[src/rtl/sd_card_spi_host_engine_defines.svh]
// Assertion macros used by the engine's top module.
`ifndef SD_CARD_SPI_HOST_ENGINE_DEFINES_SVH
`define SD_CARD_SPI_HOST_ENGINE_DEFINES_SVH

// Asserts that a condition implies a consequence in the same cycle.
`define SDE_ASSERT_IMP(label, clk, rst, cond, cons, msg) \
   label: assert property (@(posedge clk) disable iff (rst) (cond) |-> (cons)) \
      else $error(msg);

// Asserts that a condition implies a consequence in the next cycle.
`define SDE_ASSERT_NEXT(label, clk, rst, cond, cons, msg) \
   label: assert property (@(posedge clk) disable iff (rst) (cond) |=> (cons)) \
      else $error(msg);

`endif

[src/rtl/sdhe_pkg.sv]
`timescale 1ns / 1ps
package sdhe_pkg;
   localparam int unsigned BlockBytes    = 512;
   localparam int unsigned InitIdleBytes = 80;

   localparam logic [2:0] REQ_XCHG  = 3'd0;
   localparam logic [2:0] REQ_INIT  = 3'd1;
   localparam logic [2:0] REQ_READ1 = 3'd2;
   localparam logic [2:0] REQ_READN = 3'd3;
   localparam logic [2:0] REQ_WRITE = 3'd4;

   localparam logic [1:0] ST_OK   = 2'd0;
   localparam logic [1:0] ST_ERR  = 2'd1;
   localparam logic [1:0] ST_TMO  = 2'd2;
   localparam logic [1:0] ST_BUSY = 2'd3;

   localparam logic [0:0] CSR_BUSY_TIMEOUT = 1'd0;
   localparam logic [0:0] CSR_POLL_LIMIT   = 1'd1;

   typedef enum logic [3:0] {
      PH_IDLE, PH_CLOCKS, PH_PRE, PH_FRAME, PH_R1, PH_ECHO, PH_TOKEN, PH_DATA,
      PH_CRC, PH_TAIL, PH_WDATA, PH_WCRC1, PH_WCRC2, PH_WRESP, PH_BUSY
   } phase_type;

   typedef struct packed {
      logic [7:0]  mosi_byte;
      logic        exchange_wanted;
      logic        select_active;
      logic        wants_write_data;
      logic        read_valid;
      logic [7:0]  read_data;
      logic        done_res;
      logic [1:0]  status;
      logic [1:0]  card_kind;
      logic        fast_clock;
      logic [31:0] capacity_blocks;
   } rsp_type;

   typedef struct packed {
      logic [2:0]  req_type;
      logic [31:0] start_sector;
      logic [15:0] block_count;
      logic [7:0]  miso_byte;
      logic [7:0]  write_byte;
   } req_type_s_type;
endpackage

[src/rtl/sdhe_csd_decode.sv]
`timescale 1ns / 1ps
module sdhe_csd_decode (
   input  logic [127:0] csd,
   output logic [31:0]  blocks
);
   logic [7:0]  c0, c5, c6, c7, c8, c9, c10;
   logic [3:0]  bl;
   logic [2:0]  ex;
   logic [11:0] cs1;
   logic [2:0]  mu;
   logic [21:0] cs2;
   logic [4:0]  sh;
   logic [12:0] cs1p;

   always_comb begin
      c0  = csd[127:120];
      c5  = csd[87:80];
      c6  = csd[79:72];
      c7  = csd[71:64];
      c8  = csd[63:56];
      c9  = csd[55:48];
      c10 = csd[47:40];
      bl  = c5[3:0];
      ex  = (bl > 4'd9) ? 3'(bl - 4'd9) : 3'd0;
      cs1 = {c6[1:0], c7, c8[7:6]};
      mu  = {c9[1:0], c10[7]};
      cs2 = {c7[5:0], c8, c9};
      sh  = 5'(mu) + 5'd2 + 5'(ex);
      cs1p = 13'(cs1) + 13'd1;
      if (c0[7:6] == 2'd0) begin
         blocks = 32'(cs1p) << sh;
      end else if (cs2 == 22'h3FFFFF) begin
         blocks = 32'hFFFF_FFFF;
      end else begin
         blocks = {cs2 + 22'd1, 10'd0};
      end
   end
endmodule

[src/rtl/sdhe_core.sv]
`timescale 1ns / 1ps
module sdhe_core #(
   parameter int unsigned INIT_IDLE_BYTES = sdhe_pkg::InitIdleBytes
) (
   input  logic                    clock,
   input  logic                    reset,
   input  logic                    step,
   input  sdhe_pkg::req_type_s_type req,
   input  logic [20:0]             busy_timeout,
   input  logic [7:0]              poll_limit,
   output sdhe_pkg::rsp_type       rsp
);
   import sdhe_pkg::*;

   localparam logic [7:0] C_GO_IDLE = 8'h40, C_IF_COND = 8'h48, C_CSD = 8'h49,
      C_STOP = 8'h4C, C_READ1 = 8'h51, C_READN = 8'h52, C_WRITE1 = 8'h58,
      C_APP = 8'h77, C_OPCOND = 8'h69;
   localparam logic [9:0] IdleLast = 10'(INIT_IDLE_BYTES);

   phase_type   phase_ff, phase_in;
   logic [47:0] frame_ff, frame_in;
   logic [9:0]  cnt_ff, cnt_in;
   logic [20:0] wait_ff, wait_in;
   logic [1:0]  kind_ff, kind_in;
   logic [31:0] total_ff, total_in;
   logic [15:0] left_ff, left_in;
   logic [31:0] sector_ff, sector_in;
   logic [127:0] csd_ff, csd_in;
   logic        sel_ff, sel_in, fast_ff, fast_in, echo_ff, echo_in;
   logic [31:0] csd_blocks;
   logic [7:0]  o_mosi, o_rdata, m, cmd;
   logic        o_want, o_wdata, o_rvalid, o_done;
   logic [1:0]  o_status;
   logic [20:0] wait_inc, tmo;
   logic        timed_out;
   logic [7:0]  plim;
   logic [9:0]  cnt_inc;

   sdhe_csd_decode u_csd (.csd(csd_ff), .blocks(csd_blocks));

   function automatic logic [31:0] addr_of(input logic [1:0] k, input logic [31:0] s);
      return (k == 2'd2) ? s : (s << $clog2(BlockBytes));
   endfunction

   always_comb begin
      phase_in = phase_ff; frame_in = frame_ff; cnt_in = cnt_ff; wait_in = wait_ff;
      kind_in = kind_ff; total_in = total_ff; left_in = left_ff; sector_in = sector_ff;
      csd_in = csd_ff; sel_in = sel_ff; fast_in = fast_ff; echo_in = echo_ff;
      o_mosi = 8'hFF; o_want = 1'b0; o_wdata = 1'b0; o_rvalid = 1'b0; o_rdata = 8'h00;
      o_done = 1'b0; o_status = ST_OK;
      m = req.miso_byte;
      cmd = frame_ff[47:40];
      cnt_inc = cnt_ff + 10'd1;
      wait_inc = wait_ff + 21'd1;
      tmo = (busy_timeout == 21'd0) ? 21'd1 : busy_timeout;
      timed_out = wait_inc >= tmo;
      plim = (poll_limit == 8'd0) ? 8'd1 : poll_limit;

      // Actions are coded through small macro-like sequences written inline.
      if (req.req_type == REQ_INIT) begin
         kind_in = 2'd0; fast_in = 1'b0; total_in = '0; sel_in = 1'b0;
         phase_in = PH_CLOCKS; cnt_in = '0;
         o_mosi = 8'hFF; o_want = 1'b1; o_status = ST_BUSY;
      end else if (req.req_type == REQ_READ1 || req.req_type == REQ_READN ||
                   req.req_type == REQ_WRITE) begin
         sector_in = req.start_sector;
         if (req.req_type != REQ_READ1) left_in = req.block_count;
         if (req.req_type == REQ_WRITE && req.block_count == 16'd0) begin
            phase_in = PH_IDLE; sel_in = 1'b0; o_done = 1'b1; o_status = ST_OK;
         end else begin
            frame_in = {(req.req_type == REQ_READ1) ? C_READ1 :
                        (req.req_type == REQ_READN) ? C_READN : C_WRITE1,
                        addr_of(kind_ff, req.start_sector), 8'h01};
            sel_in = 1'b1; cnt_in = '0; phase_in = PH_PRE;
            o_mosi = 8'hFF; o_want = 1'b1; o_status = ST_BUSY;
         end
      end else if (phase_ff != PH_IDLE) begin
         o_want = 1'b1; o_status = ST_BUSY; o_mosi = 8'hFF;
         case (phase_ff)
            PH_CLOCKS: begin
               cnt_in = cnt_inc;
               if (cnt_inc >= IdleLast) begin
                  frame_in = {C_GO_IDLE, 32'd0, 8'h95}; sel_in = 1'b1;
                  cnt_in = '0; phase_in = PH_FRAME; o_mosi = C_GO_IDLE;
               end
            end
            PH_PRE: begin
               phase_in = PH_FRAME; cnt_in = '0; o_mosi = frame_ff[47:40];
            end
            PH_FRAME: begin
               cnt_in = cnt_inc;
               case (cnt_inc[2:0])
                  3'd1: o_mosi = frame_ff[39:32];
                  3'd2: o_mosi = frame_ff[31:24];
                  3'd3: o_mosi = frame_ff[23:16];
                  3'd4: o_mosi = frame_ff[15:8];
                  3'd5: o_mosi = frame_ff[7:0];
                  default: begin
                     phase_in = PH_R1; cnt_in = '0;
                  end
               endcase
            end
            PH_R1: begin
               cnt_in = cnt_inc;
               if (!m[7] || cnt_inc >= 10'(plim)) begin
                  if (cmd == C_GO_IDLE) begin
                     sel_in = 1'b0;
                     if (m != 8'd1) begin
                        phase_in = PH_IDLE; o_done = 1'b1; o_status = ST_ERR; o_want = 1'b0;
                     end else begin
                        frame_in = {C_IF_COND, 32'h1AA, 8'h87}; sel_in = 1'b1;
                        cnt_in = '0; phase_in = PH_FRAME; o_mosi = C_IF_COND;
                     end
                  end else if (cmd == C_IF_COND) begin
                     if (m == 8'd1) begin
                        phase_in = PH_ECHO; cnt_in = '0; echo_in = 1'b1;
                     end else begin
                        kind_in = 2'd1; wait_in = '0;
                        frame_in = {C_APP, 32'd0, 8'h01}; sel_in = 1'b1;
                        cnt_in = '0; phase_in = PH_PRE;
                     end
                  end else if ((cmd == C_APP && m <= 8'd1)) begin
                     frame_in = {C_OPCOND, (kind_ff == 2'd2) ? 32'h4000_0000 : 32'd0, 8'h01};
                     sel_in = 1'b1; cnt_in = '0; phase_in = PH_FRAME; o_mosi = C_OPCOND;
                  end else if (cmd == C_APP || cmd == C_OPCOND) begin
                     if (m == 8'd0) begin
                        fast_in = 1'b1;
                        frame_in = {C_CSD, 32'd0, 8'h01}; sel_in = 1'b1;
                        cnt_in = '0; phase_in = PH_PRE;
                     end else begin
                        wait_in = wait_inc;
                        if (timed_out) begin
                           phase_in = PH_IDLE; sel_in = 1'b0; o_done = 1'b1;
                           o_status = ST_TMO; o_want = 1'b0;
                        end else begin
                           frame_in = {C_APP, 32'd0, 8'h01}; sel_in = 1'b1;
                           cnt_in = '0; phase_in = PH_PRE;
                        end
                     end
                  end else if (cmd == C_CSD || cmd == C_READ1 ||
                               (cmd == C_READN && left_ff != 16'd0)) begin
                     if (m != 8'd0) begin
                        if (cmd == C_CSD) total_in = '0;
                        phase_in = PH_IDLE; sel_in = 1'b0; o_done = 1'b1; o_want = 1'b0;
                        o_status = (cmd == C_CSD) ? ST_OK : ST_ERR;
                     end else begin
                        phase_in = PH_TOKEN; wait_in = '0;
                     end
                  end else if (cmd == C_READN) begin
                     if (m != 8'd0) begin
                        phase_in = PH_IDLE; sel_in = 1'b0; o_done = 1'b1; o_want = 1'b0;
                        o_status = ST_ERR;
                     end else begin
                        frame_in = {C_STOP, 32'd0, 8'h01}; sel_in = 1'b1;
                        cnt_in = '0; phase_in = PH_PRE;
                     end
                  end else if (cmd == C_WRITE1) begin
                     if (m != 8'd0) begin
                        phase_in = PH_IDLE; sel_in = 1'b0; o_done = 1'b1; o_want = 1'b0;
                        o_status = ST_ERR;
                     end else begin
                        phase_in = PH_WDATA; cnt_in = '0; o_mosi = 8'hFE; o_wdata = 1'b1;
                     end
                  end else if (cmd == C_STOP) begin
                     phase_in = PH_TAIL;
                  end else begin
                     phase_in = PH_IDLE; sel_in = 1'b0; o_done = 1'b1; o_want = 1'b0;
                     o_status = ST_ERR;
                  end
               end
            end
            PH_ECHO: begin
               if ((cnt_ff == 10'd2 && m != 8'h01) || (cnt_ff == 10'd3 && m != 8'hAA))
                  echo_in = 1'b0;
               cnt_in = cnt_inc;
               if (cnt_inc >= 10'd4) begin
                  sel_in = 1'b0;
                  if (!echo_in) begin
                     phase_in = PH_IDLE; o_done = 1'b1; o_want = 1'b0; o_status = ST_ERR;
                  end else begin
                     kind_in = 2'd2; wait_in = '0;
                     frame_in = {C_APP, 32'd0, 8'h01}; sel_in = 1'b1;
                     cnt_in = '0; phase_in = PH_PRE;
                  end
               end
            end
            PH_TOKEN: begin
               if (m == 8'hFE) begin
                  phase_in = PH_DATA; cnt_in = '0;
               end else if (m == 8'hFF && !timed_out) begin
                  wait_in = wait_inc;
               end else begin
                  wait_in = (m == 8'hFF) ? wait_inc : wait_ff;
                  if (cmd == C_CSD) total_in = '0;
                  phase_in = PH_IDLE; sel_in = 1'b0; o_done = 1'b1; o_want = 1'b0;
                  o_status = (cmd == C_CSD) ? ST_OK : ST_TMO;
               end
            end
            PH_DATA: begin
               cnt_in = cnt_inc;
               if (cmd == C_CSD) begin
                  csd_in = {csd_ff[119:0], m};
                  if (cnt_inc >= 10'd16) begin
                     phase_in = PH_CRC; cnt_in = '0;
                  end
               end else begin
                  o_rvalid = 1'b1; o_rdata = m;
                  if (cnt_ff == 10'(BlockBytes - 1)) begin
                     phase_in = PH_CRC; cnt_in = '0;
                  end
               end
            end
            PH_CRC: begin
               cnt_in = cnt_inc;
               if (cnt_inc >= 10'd2) begin
                  if (cmd == C_CSD) begin
                     total_in = csd_blocks;
                     phase_in = PH_IDLE; sel_in = 1'b0; o_done = 1'b1; o_want = 1'b0;
                     o_status = ST_OK;
                  end else if (cmd == C_READN) begin
                     left_in = left_ff - 16'd1;
                     if (left_in != 16'd0) begin
                        phase_in = PH_TOKEN; wait_in = '0;
                     end else begin
                        frame_in = {C_STOP, 32'd0, 8'h01}; sel_in = 1'b1;
                        cnt_in = '0; phase_in = PH_PRE;
                     end
                  end else begin
                     phase_in = PH_IDLE; sel_in = 1'b0; o_done = 1'b1; o_want = 1'b0;
                     o_status = ST_OK;
                  end
               end
            end
            PH_TAIL: begin
               phase_in = PH_IDLE; sel_in = 1'b0; o_done = 1'b1; o_want = 1'b0;
               o_status = ST_OK;
            end
            PH_WDATA: begin
               if (cnt_ff < 10'(BlockBytes)) begin
                  o_mosi = req.write_byte; cnt_in = cnt_inc;
                  o_wdata = (cnt_inc < 10'(BlockBytes));
               end else begin
                  phase_in = PH_WCRC1;
               end
            end
            PH_WCRC1: phase_in = PH_WCRC2;
            PH_WCRC2: phase_in = PH_WRESP;
            PH_WRESP: begin
               if (m[4:0] != 5'h05) begin
                  phase_in = PH_IDLE; sel_in = 1'b0; o_done = 1'b1; o_want = 1'b0;
                  o_status = ST_ERR;
               end else begin
                  phase_in = PH_BUSY; wait_in = '0;
               end
            end
            PH_BUSY: begin
               if (m == 8'hFF) begin
                  left_in = left_ff - 16'd1;
                  sector_in = sector_ff + 32'd1;
                  if (left_in == 16'd0) begin
                     phase_in = PH_IDLE; sel_in = 1'b0; o_done = 1'b1; o_want = 1'b0;
                     o_status = ST_OK;
                  end else begin
                     frame_in = {C_WRITE1, addr_of(kind_ff, sector_in), 8'h01};
                     sel_in = 1'b1; cnt_in = '0; phase_in = PH_PRE;
                  end
               end else begin
                  wait_in = wait_inc;
                  if (timed_out) begin
                     phase_in = PH_IDLE; sel_in = 1'b0; o_done = 1'b1; o_want = 1'b0;
                     o_status = ST_ERR;
                  end
               end
            end
            default: begin
               o_want = 1'b0; o_status = ST_OK;
            end
         endcase
      end
   end

   always_ff @(posedge clock) begin
      if (reset) begin
         phase_ff <= PH_IDLE; frame_ff <= '0; cnt_ff <= '0; wait_ff <= '0;
         kind_ff <= '0; total_ff <= '0; left_ff <= '0; sector_ff <= '0;
         sel_ff <= 1'b0; fast_ff <= 1'b0; echo_ff <= 1'b0;
      end else if (step) begin
         phase_ff <= phase_in; frame_ff <= frame_in; cnt_ff <= cnt_in; wait_ff <= wait_in;
         kind_ff <= kind_in; total_ff <= total_in; left_ff <= left_in;
         sector_ff <= sector_in; sel_ff <= sel_in; fast_ff <= fast_in; echo_ff <= echo_in;
      end
   end

   always_ff @(posedge clock) begin
      if (step) csd_ff <= csd_in;
   end

   always_comb begin
      rsp.mosi_byte        = o_mosi;
      rsp.exchange_wanted  = o_want;
      rsp.select_active    = o_want & sel_in;
      rsp.wants_write_data = o_wdata;
      rsp.read_valid       = o_rvalid;
      rsp.read_data        = o_rdata;
      rsp.done_res         = o_done;
      rsp.status           = o_status;
      rsp.card_kind        = kind_in;
      rsp.fast_clock       = fast_in;
      rsp.capacity_blocks  = total_in;
   end
endmodule

[src/rtl/sd_card_spi_host_engine.sv]
`timescale 1ns / 1ps
// An accepted transaction has its result registered in the single result register,
// the only stage; one transaction per cycle is taken unless rsp_ready holds it off.
// The input is taken whenever the result register is empty or being drained.
// Reset (synchronous, active high) returns to idle, no card type, timeout 1048576,
// poll limit 8 and no result pending.
`include "sd_card_spi_host_engine_defines.svh"
module sd_card_spi_host_engine #(
   parameter int unsigned INIT_IDLE_BYTES = sdhe_pkg::InitIdleBytes
) (
   input  logic        clock,
   input  logic        reset,
   input  logic        req_valid,
   output logic        req_ready,
   input  logic [2:0]  req_type,
   input  logic [31:0] req_start_sector,
   input  logic [15:0] req_block_count,
   input  logic [7:0]  req_miso_byte,
   input  logic [7:0]  req_write_byte,
   output logic        rsp_valid,
   input  logic        rsp_ready,
   output logic [7:0]  rsp_mosi_byte,
   output logic        rsp_exchange_wanted,
   output logic        rsp_select_active,
   output logic        rsp_wants_write_data,
   output logic        rsp_read_valid,
   output logic [7:0]  rsp_read_data,
   output logic        rsp_done_res,
   output logic [1:0]  rsp_status,
   output logic [1:0]  rsp_card_kind,
   output logic        rsp_fast_clock,
   output logic [31:0] rsp_capacity_blocks,
   input  logic        csr_write_enable,
   input  logic [0:0]  csr_index,
   input  logic [20:0] csr_write_data
);
   import sdhe_pkg::*;

   logic           step;
   req_type_s_type req;
   rsp_type        rsp_in, rsp_ff;
   logic           valid_ff;
   logic [20:0]    tmo_ff;
   logic [7:0]     plim_ff;

   assign req_ready = !valid_ff || rsp_ready;
   assign step = req_valid && req_ready;
   assign req = '{req_type: req_type, start_sector: req_start_sector,
                  block_count: req_block_count, miso_byte: req_miso_byte,
                  write_byte: req_write_byte};

   sdhe_core #(.INIT_IDLE_BYTES(INIT_IDLE_BYTES)) u_core (
      .clock(clock), .reset(reset), .step(step), .req(req),
      .busy_timeout(tmo_ff), .poll_limit(plim_ff), .rsp(rsp_in)
   );

   always_ff @(posedge clock) begin
      if (reset) begin
         valid_ff <= 1'b0;
         tmo_ff   <= 21'h100000;
         plim_ff  <= 8'd8;
      end else begin
         if (step) valid_ff <= 1'b1;
         else if (rsp_ready) valid_ff <= 1'b0;
         if (csr_write_enable && csr_index == CSR_BUSY_TIMEOUT) tmo_ff <= csr_write_data;
         if (csr_write_enable && csr_index == CSR_POLL_LIMIT) plim_ff <= csr_write_data[7:0];
      end
   end

   always_ff @(posedge clock) begin
      if (step) rsp_ff <= rsp_in;
   end

   assign rsp_valid            = valid_ff;
   assign rsp_mosi_byte        = rsp_ff.mosi_byte;
   assign rsp_exchange_wanted  = rsp_ff.exchange_wanted;
   assign rsp_select_active    = rsp_ff.select_active;
   assign rsp_wants_write_data = rsp_ff.wants_write_data;
   assign rsp_read_valid       = rsp_ff.read_valid;
   assign rsp_read_data        = rsp_ff.read_data;
   assign rsp_done_res         = rsp_ff.done_res;
   assign rsp_status           = rsp_ff.status;
   assign rsp_card_kind        = rsp_ff.card_kind;
   assign rsp_fast_clock       = rsp_ff.fast_clock;
   assign rsp_capacity_blocks  = rsp_ff.capacity_blocks;

   `SDE_ASSERT_NEXT(a_step_gives_result, clock, reset, step, rsp_valid, "accepted transaction gave no result")
   `SDE_ASSERT_IMP(a_done_not_busy, clock, reset, rsp_valid && rsp_done_res, rsp_status != ST_BUSY && !rsp_exchange_wanted, "finished result still busy")
   `SDE_ASSERT_IMP(a_want_busy, clock, reset, rsp_valid && rsp_exchange_wanted, rsp_status == ST_BUSY, "exchange wanted without busy status")
   `SDE_ASSERT_IMP(a_select_needs_want, clock, reset, rsp_valid && rsp_select_active, rsp_exchange_wanted, "select active without exchange")
endmodule

[config.mk]
export PLATFORM = sky130hd
export DESIGN_NAME = sd_card_spi_host_engine
export DESIGN_NICKNAME = d
export VERILOG_FILES = /design/src/rtl/sdhe_pkg.sv /design/src/rtl/sdhe_csd_decode.sv /design/src/rtl/sdhe_core.sv /design/src/rtl/sd_card_spi_host_engine.sv
export VERILOG_INCLUDE_DIRS = /design/src /design/src/rtl
export SDC_FILE = /design/constraint.sdc
export NUM_CORES = 1
export LEC_CHECK = 0
export BUFFER_PORTS_ARGS = -buffer_cell sky130_fd_sc_hd__buf_2
export CORE_ASPECT_RATIO = 0.5
export CORE_MARGIN = 3
export CORE_UTILIZATION = 30
export CTS_CLUSTER_SIZE = 20
export DETAILED_ROUTE_END_ITERATION = 16
export HOLD_SLACK_MARGIN = 0.02
export PLACE_DENSITY_LB_ADDON = 0.3
export SYNTH_ARGS = -nofsm -noshare
export SYNTH_HDL_FRONTEND = slang
export SYNTH_SLANG_ARGS = --single-unit
[constraint.sdc]
create_clock -name clock -period 36.1 [get_ports clock]
set_clock_uncertainty 0.2 [all_clocks]
set_input_delay 10.83 -clock clock [delete_from_list [all_inputs] [get_ports clock]]
set_output_delay 10.83 -clock clock [all_outputs]
set_load 0.05 [all_outputs]
### Yosys cells after proc, flatten, opt, wreduce, memory -nomap -nowiden

Index checks and enable logic that the tools add are counted.

| storage, ports and cells | value |
|---|---|
| flip-flop bits (word level) | 384 |
| word-level logic and storage cells | 526 |
| output and inout bits | 60 |

| operators by class | value |
|---|---|
| eq/ne operators | 96 |
| reduce and logical (&&, ||, !) cells | 54 |
| shift operators | 1 |
| $add $sub $neg | 9 |
| multiplexer cells | 324 |
| bitwise operators | 6 |
| magnitude comparators | 10 |

Operators by type and width:

| operator | count |
|---|---|
| $mux W48 | 24 |
| $mux W32 | 23 |
| $mux W21 | 21 |
| $mux W10 | 31 |
| $pmux W48 S5 | 1 |
| $pmux W21 S6 | 1 |
| $mux W4 | 29 |
| $mux W1 | 112 |
| $mux W16 | 7 |
| $mux W8 | 13 |
| $pmux W10 S10 | 1 |
| $pmux W32 S3 | 1 |
| $mux W2 | 43 |
| $pmux W8 S5 | 2 |
| $eq A8 B7 Y1 const B | 9 |
| $pmux W4 S14 | 1 |
| $reduce_bool A16 Y1 | 3 |
| $add A32 B1 Y32 const B | 1 |
| $logic_not A16 Y1 | 2 |
| $ne A4 B1 Y1 const B | 8 |
| $pmux W16 S2 | 1 |
| $shl A13 B5 Y32 | 1 |
| $mux W31 | 1 |
| $eq A4 B4 Y1 const B | 7 |
| 74 further kinds | 157 |

### Logic depth before layout (Yosys ltp)

Gate-level depths: netlist of the first run.

| depth | value |
|---|---|
| word-level depth | 15 |
| gate-level depth with buffers | 18 |

### Cells and area by module

Synthesis of the first run repeated with hierarchy kept, for this count alone.

| unflattened totals | value |
|---|---|
| cells, all modules | 2,532 |
| area, all modules | 22,462.8 µm² |

Modules (own cells, without submodules):

| module | times used | cells an instance | area an instance (µm²) | sequential area each (µm²) |
|---|---|---|---|---|
| sdhe_core | 1 | 1,916 | 16,656.0 | 7,086.8 |
| sd_card_spi_host_engine | 1 | 182 | 3,051.7 | 2,342.2 |
| sdhe_csd_decode | 1 | 434 | 2,755.1 | 0.0 |

### Worst setup path before layout of the first run

Ideal clock, no wire load.

| timing path | value |
|---|---|
| path type | input to output |
| start point | input port rsp_ready |
| end point | output port req_ready |
| path slack | 13.786 ns |
| required time | 25.070 ns |
| buffers on the path | 0 |
| cell stages on the path | 1 |
| arrival time | 11.284 ns |
| cell sequence | nand2b_1 |

| between the ends | value |
|---|---|
| cells in the longest elaborated chain, start to end | 1 |

Ends and longest elaborated chain:

| what | RTL line | RTL |
|---|---|---|
| from (decl) | sd_card_spi_host_engine.sv:21 | `input logic rsp_ready,` |
| $logic_or A1 B1 Y1 | sd_card_spi_host_engine.sv:46 | `assign req_ready = !valid_ff \|\| rsp_ready;` |
| to (decl) | sd_card_spi_host_engine.sv:14 | `output logic req_ready,` |

Every way passes these cells.

### Worst setup path after layout of the first run

Same ends and word-level chain as after synthesis.

==> impl_metrics.json, run 1 <==
{
  "synth_seq_cells": 344,
  "tritoncts": "done",
  "gp_congestion": 0.9682,
  "cap_violations": 0,
  "detail_route.first_pass.iterations": 8,
  "synth_top_family_by_area": "compound AO/OA/AOI/OAI gates",
  "syn_nets": 2694,
  "first_iter_violations": 2151,
  "area_growth_pct": 13.39,
  "holdCritPathClass": "flop to flop",
  "clkLatencyLatePin_ps": 580,
  "cts_hold_buf": 0,
  "htree_levels": 2,
  "vdd_drop_max_v": 0.00002646,
  "post_drt_wl_per_cell_um": 21.36,
  "synth_edf_count": 152,
  "drive_gt1_frac": 0.1230,
  "setup_viol": 0,
  "hpwl_um": 54620,
  "clkTransAtPathRegs_ps": 60,
  "fmax_mhz": 44.73,
  "start_util": 0.3059,
  "total_leakage_power_nw": 8.328,
  "ys_types": 100,
  "num_vias": 20590,
  "overflow": 0,
  "core_um2": 69600,
  "syn_area_per_cell_um2": 8.345,
  "dp_slack_ps": 13740,
  "pin_count": 154,
  "grtUsageTotal": 0.1970,
  "endpoint_kind": "output pin",
  "grt_max_degree": 84,
  "ant_nets": 0,
  "synth_xor_area_frac": 0.03291,
  "setup_tns_ps": 0,
  "async_flop_share": 0,
  "synth_compound_area_frac": 0.2552,
  "diodes": 0,
  "numCtsBuffers": 37,
  "antenna_found_initial": 1,
  "fin_crit_sh": 0.6193,
  "yosys.cell_count.top_type": "nand2_1",
  "postCtsResizedCells": 0,
  "clockBufferDepth": 3,
  "critPathArrivalTime_ps": 11330,
  "max_slew_margin": 0.1796,
  "p_per_area_nw_per_um2": 39.27,
  "worstMarginPinSlew_ps": 1231,
  "synth-simple-area-share": 0.2284,
  "cp-start-kind": "primary input",
  "synthesis.area_um2": 21290,
  "die_w_um": 382.7,
  "drc": 0,
  "synth_area_leaders": "edfxtp_1 (21%), dfxtp_1 (18%), nand2_1 (5.7%)",
  "ys_seq_area_frac": 0.3949,
  "cts.sink_count": 344,
  "slew_viol_final": 0,
  "post_cts_buffers": 0,
  "cts_root_buffer": "clkbuf_16",
  "wl_um": 76290,
  "synth_warnings": 0,
  "grt_pass1_vias": 19370,
  "grt_pass1_wl_um": 117000,
  "status": "complete, no violations",
  "finalHoldViolations": 0,
  "synthMuxAreaShare": 0.01070,
  "rsz0062_at_grt": "no",
  "synth_top_area_share": 0.2144,
  "required_ps": 25070,
  "die-area_um2": 74390,
  "vias_per_cell": 5.764,
  "portBuffers": 153,
  "synthAdderAreaFrac": 0.02915,
  "syn_inst": 2551,
  "fin_ws_ps": 13740,
  "synth_area_leader_cell": "edfxtp_1",
  "ys_top_cells_by_count": "nand2_1 (323), a21oi_1 (228), nor2_1 (196)",
  "fin_crit_ps": 22360,
  "critPathMaxFanout": 4,
  "yosys_most_used_dff": "dfxtp_1",
  "rows": 68,
  "final_nets": 2741,
  "die_h_um": 194.4,
  "worstSetupPathType": "primary input to output pin"
}
[registers in the layout, summed over array words and instances, names as in the netlist, 8 cells and up]
signal / flops
u_core.csd_ff: 94
u_core.wait_ff: 21
tmo_ff: 21
rsp_mosi_byte: 8
u_core.frame_ff: 42
u_core.left_ff: 16
u_core.total_ff: 32
u_core.cnt_ff: 10
u_core.sector_ff: 32
rsp_capacity_blocks: 32
plim_ff: 8
rsp_read_data: 8
[cell families after synthesis]
group                      after synthesis
AOI/OAI and AO/OA                      807
xor gates and xnor gates                80
adders and majority gates               49
buffers and inverters                  258
DFF                                    344
muxes                                   21
and+or+nand+nor                        992
[path summary, 6_finish.rpt]
check | from | end | slack (ps) | cells after the start
setup / recovery | rsp_ready | req_ready | 13740 | 3
hold reg to reg | u_core.csd_ff[45] | u_core.csd_ff[53] | 200 | 0
setup reg to reg | u_core.wait_ff[2] | u_core.total_ff[9] | 29610 | 16
hold / removal | u_core.csd_ff[45] | u_core.csd_ff[53] | 200 | 0
[metal layers]
metal | track usage | share of wire
met1 | 0.2655 | 0.44
met2 | 0.3259 | 0.47
met3 | 0.03135 | 0.062
met4 | 0.05667 | 0.026
met5 | 0 | 0.00017
[power by group]
part,switching [mW],total [mW],leakage (nW),internal [mW]
sequential,0.00770,0.422,2.96,0.414
combinational,0.0821,0.116,4.76,0.0340
clock,0.170,0.410,0.608,0.241
total,0.259,0.948,8.33,0.689
[metrics by stage]
step	cells	total power, mW	utilization	hold slack [ps]	instance area (um2)
after detailed placement	3504	0.5446	0.3284	204.5	22860
after global placement	3504	0.5437	0.3284	200.4	22860
final	3572	0.9481	0.3468	201.2	24140
after CTS	3572	0.9571	0.3468	205.4	24140
after global routing	3572	0.9841	0.3468	218.0	24140
after floorplan	2551	0.5054	-	200.3	21290
[placed cells by master (no fill, tap or decap), types with 26 or more instances in the layout]
cell / synthesis / final
a21oi_1: 228 / 226
nand3_1: 107 / 107
nand2_1: 323 / 323
ha_1: 48 / 48
nand2b_1: 27 / 26
xnor2_1: 52 / 52
nor3_1: 77 / 75
a31oi_1: 70 / 69
clkbuf_16: 0 / 39
dfxtp_1: 192 / 192
inv_1: 71 / 70
buf_2: 21 / 152
nor4_1: 41 / 40
a211oi_1: 59 / 59
xor2_1: 28 / 28
and3_1: 30 / 30
nand4_1: 39 / 39
buf_4: 5 / 41
nor2_1: 196 / 195
o21ai_0: 134 / 134
edfxtp_1: 152 / 152
o211ai_1: 29 / 29
[critical path: stages]
cell and delay (ps):
buf_2 70, nand2b_1 140, buf_2 280
[area by class of cell]
type                            instances  area (um2)
Clock buffer                           41       983.4
Timing Repair Buffer                  193        1069
Clock inverter                         27       297.8
Sequential cell                       344        8408
Inverter                               73       274.0
Fill cell                            7351       45460
Multi-Input combinational cell       1949       11930
Tap cell                              945        1182
Power figures use the tool's default switching activity.
==> run 2, diff against run 1 <==
ABC_AREA = 1   (was not set)
clock period = 20.4 ns   (was 36.1 ns; I/O delays follow)
==> impl_metrics.json, run 2 <==
{
  "required_ps": 14080,
  "status": "complete, no violations",
  "portBuffers": 153,
  "antenna_found_initial": 1,
  "cts_root_buffer": "clkbuf_16",
  "endpoint_kind": "output pin",
  "syn_nets": 3045,
  "worstSetupPathType": "primary input to output pin",
  "setup_tns_ps": 0,
  "wl_um": 66690,
  "detail_route.first_pass.iterations": 8,
  "critPathArrivalTime_ps": 6580,
  "hpwl_um": 49580,
  "synthesis.area_um2": 20720,
  "overflow": 0,
  "synth_edf_count": 152,
  "max_slew_margin": 0.3485,
  "p_per_area_nw_per_um2": 73.67,
  "grtUsageTotal": 0.1781,
  "gp_congestion": 0.9234,
  "synth-simple-area-share": 0.2780,
  "pin_count": 154,
  "critPathMaxFanout": 3,
  "fin_util": 0.3464,
  "synth_compound_area_frac": 0.1686,
  "die-area_um2": 72460,
  "ant_nets": 0,
  "die_h_um": 191.8,
  "grt_pass1_vias": 18360,
  "synth_xor_area_frac": 0.02790,
  "regArea_um2": 8408,
  "synthMuxAreaShare": 0,
  "die_w_um": 377.7,
  "synth_seq_cells": 344,
  "yosys_most_used_dff": "dfxtp_1",
  "post_cts_buffers": 0,
  "htree_levels": 2,
  "synthAdderAreaFrac": 0.02995,
  "cts_hold_buf": 0,
  "start_util": 0.3063,
  "fin_crit_ps": 12900,
  "synth_top_family_by_area": "simple AND/OR/NAND/NOR gates",
  "synth_warnings": 0,
  "cp-start-kind": "primary input",
  "worstPathCellList": "buf_2 -> inv_1 -> nand2_1 -> buf_2",
  "syn_inst": 2902,
  "clkTransAtPathRegs_ps": 60,
  "num_vias": 19740,
  "critPathMaxStageDelay_ps": 270,
  "crit_top_cell": "buf_2",
  "fin_crit_sh": 0.6322,
  "ys_top_cells_by_count": "nand2_1 (680), inv_1 (337), nor2_1 (274)",
  "fmax_mhz": 77.54,
  "final_common_cell": "nand2_1",
  "clkLatencyLatePin_ps": 560,
  "total_leakage_power_nw": 9.961,
  "rows": 67,
  "synth_area_leader_cell": "edfxtp_1",
  "postCtsResizedCells": 0,
  "reg_top3": "u_core.csd_ff x94, u_core.frame_ff x42",
  "diodes": 0,
  "fin_ws_ps": 7504,
  "synth_top_area_share": 0.2203,
  "ys_types": 61,
  "area_growth_pct": 13.07,
  "async_flop_share": 0,
  "stdcell_count": 3918,
  "holdCritPathClass": "flop to flop",
  "syn_area_per_cell_um2": 7.141,
  "vias_per_cell": 5.038,
  "cpMaxStageDelayCell": "buf_2",
  "fillers": 7173,
  "core_um2": 67650,
  "tritoncts": "done",
  "vdd_drop_max_v": 0.00004905,
  "synth_area_leaders": "edfxtp_1 (22%), dfxtp_1 (19%), nand2_1 (12%)",
  "final_nets": 3136,
  "r2r_cells": 21,
  "dp_slack_ps": 7502,
  "min_path_cells": 0,
  "finalHoldViolations": 0,
  "cts.sink_count": 344,
  "clockBufferDepth": 3,
  "multi_input_area_um2": 10480,
  "drive_gt1_frac": 0.1026,
  "post_drt_wl_per_cell_um": 17.02,
  "cap_violations": 0,
  "worstMarginPinSlew_ps": 976.2,
  "grt_pass1_wl_um": 102500,
  "setup_viol": 0,
  "drc": 0,
  "holdWs_ps": 211.3,
  "yosys.cell_count.top_type": "nand2_1",
  "rsz0062_at_grt": "no",
  "largest_reg_flops": 94,
  "numCtsBuffers": 37,
  "grt_max_degree": 91,
  "dpl.cell_count": 3851,
  "first_iter_violations": 1722,
  "slew_viol_final": 0,
  "largest_register": "u_core.csd_ff",
  "final_cell_mix": "nand2_1 (680), inv_1 (335), nor2_1 (271)",
  "ys_seq_area_frac": 0.4057
}
==> run 2: cell count changes after synthesis, sizes merged, moves of 28 or more <==
cell / before / now
nand3: 108 / 225
nand2: 324 / 683
a211oi: 64 / 16
clkbuf: 147 / 96
nor2: 197 / 293
inv: 71 / 357
a31oi: 70 / 15
o21ai: 137 / 271
xnor2: 52 / 11
nor3: 80 / 52
==> run 2: worst paths after layout <==
kind,startpoint,end,slack (ps)
min reg2reg,u_core.csd_ff[110],u_core.csd_ff[118],210
max,rsp_ready,req_ready,7500
min,u_core.csd_ff[110],u_core.csd_ff[118],210
max reg2reg,u_core.wait_ff[0],rsp_capacity_blocks[8],14400
==> run 2: cells by family after synthesis <==
logic type | after synthesis
xor gates and xnor gates | 66
and+or+nand+nor | 1345
DFF | 344
adders and majority gates | 49
buffers and inverters | 481
AOI/OAI and AO/OA | 617
==> run 2: report_power, final <==
group | leakage (nW) | internal [mW] | switching, mW
Clock | 0.553 | 0.367 | 0.294
Sequential | 2.98 | 0.751 | 0.0210
Combinational | 6.43 | 0.0807 | 0.212
Total | 9.96 | 1.20 | 0.527
==> run 2: per-stage QoR <==
stage	area, um2	power, mW
6_report	23430	1.726
5_1_grt	23430	1.807
2_1_floorplan	20720	0.9927
4_1_cts	23430	1.747
3_3_place_gp	22270	1.076
3_5_place_dp	22270	1.078
==> run 2: area by class of cell <==
| class | instances | share of cell area |
|---|---|---|
| Sequential cell | 344 | 0.3588 |
| Multi-Input combinational cell | 2077 | 0.4474 |
| Clock inverter | 14 | 0.005660 |
| Clock buffer | 53 | 0.04379 |
| Inverter | 363 | 0.05831 |
| Tap cell | 897 | 0.04790 |
| Timing Repair Buffer | 170 | 0.03813 |
==> run 2: worst max-delay path, delay by kind of cell <==
family,cells,cell delay [ps]
buffers and inverters,3,380
AND/OR/NAND/NOR,1,80
==> run 2: layer usage <==
metal | part of all wire | up-vias | global-route usage
met5 | 0.00019 | - | 0
met4 | 0.025 | 2 | 0.04905
met3 | 0.053 | 97 | 0.02683
met2 | 0.47 | 504 | 0.3006
met1 | 0.45 | 9236 | 0.2376
li1 | - | 9901 | -
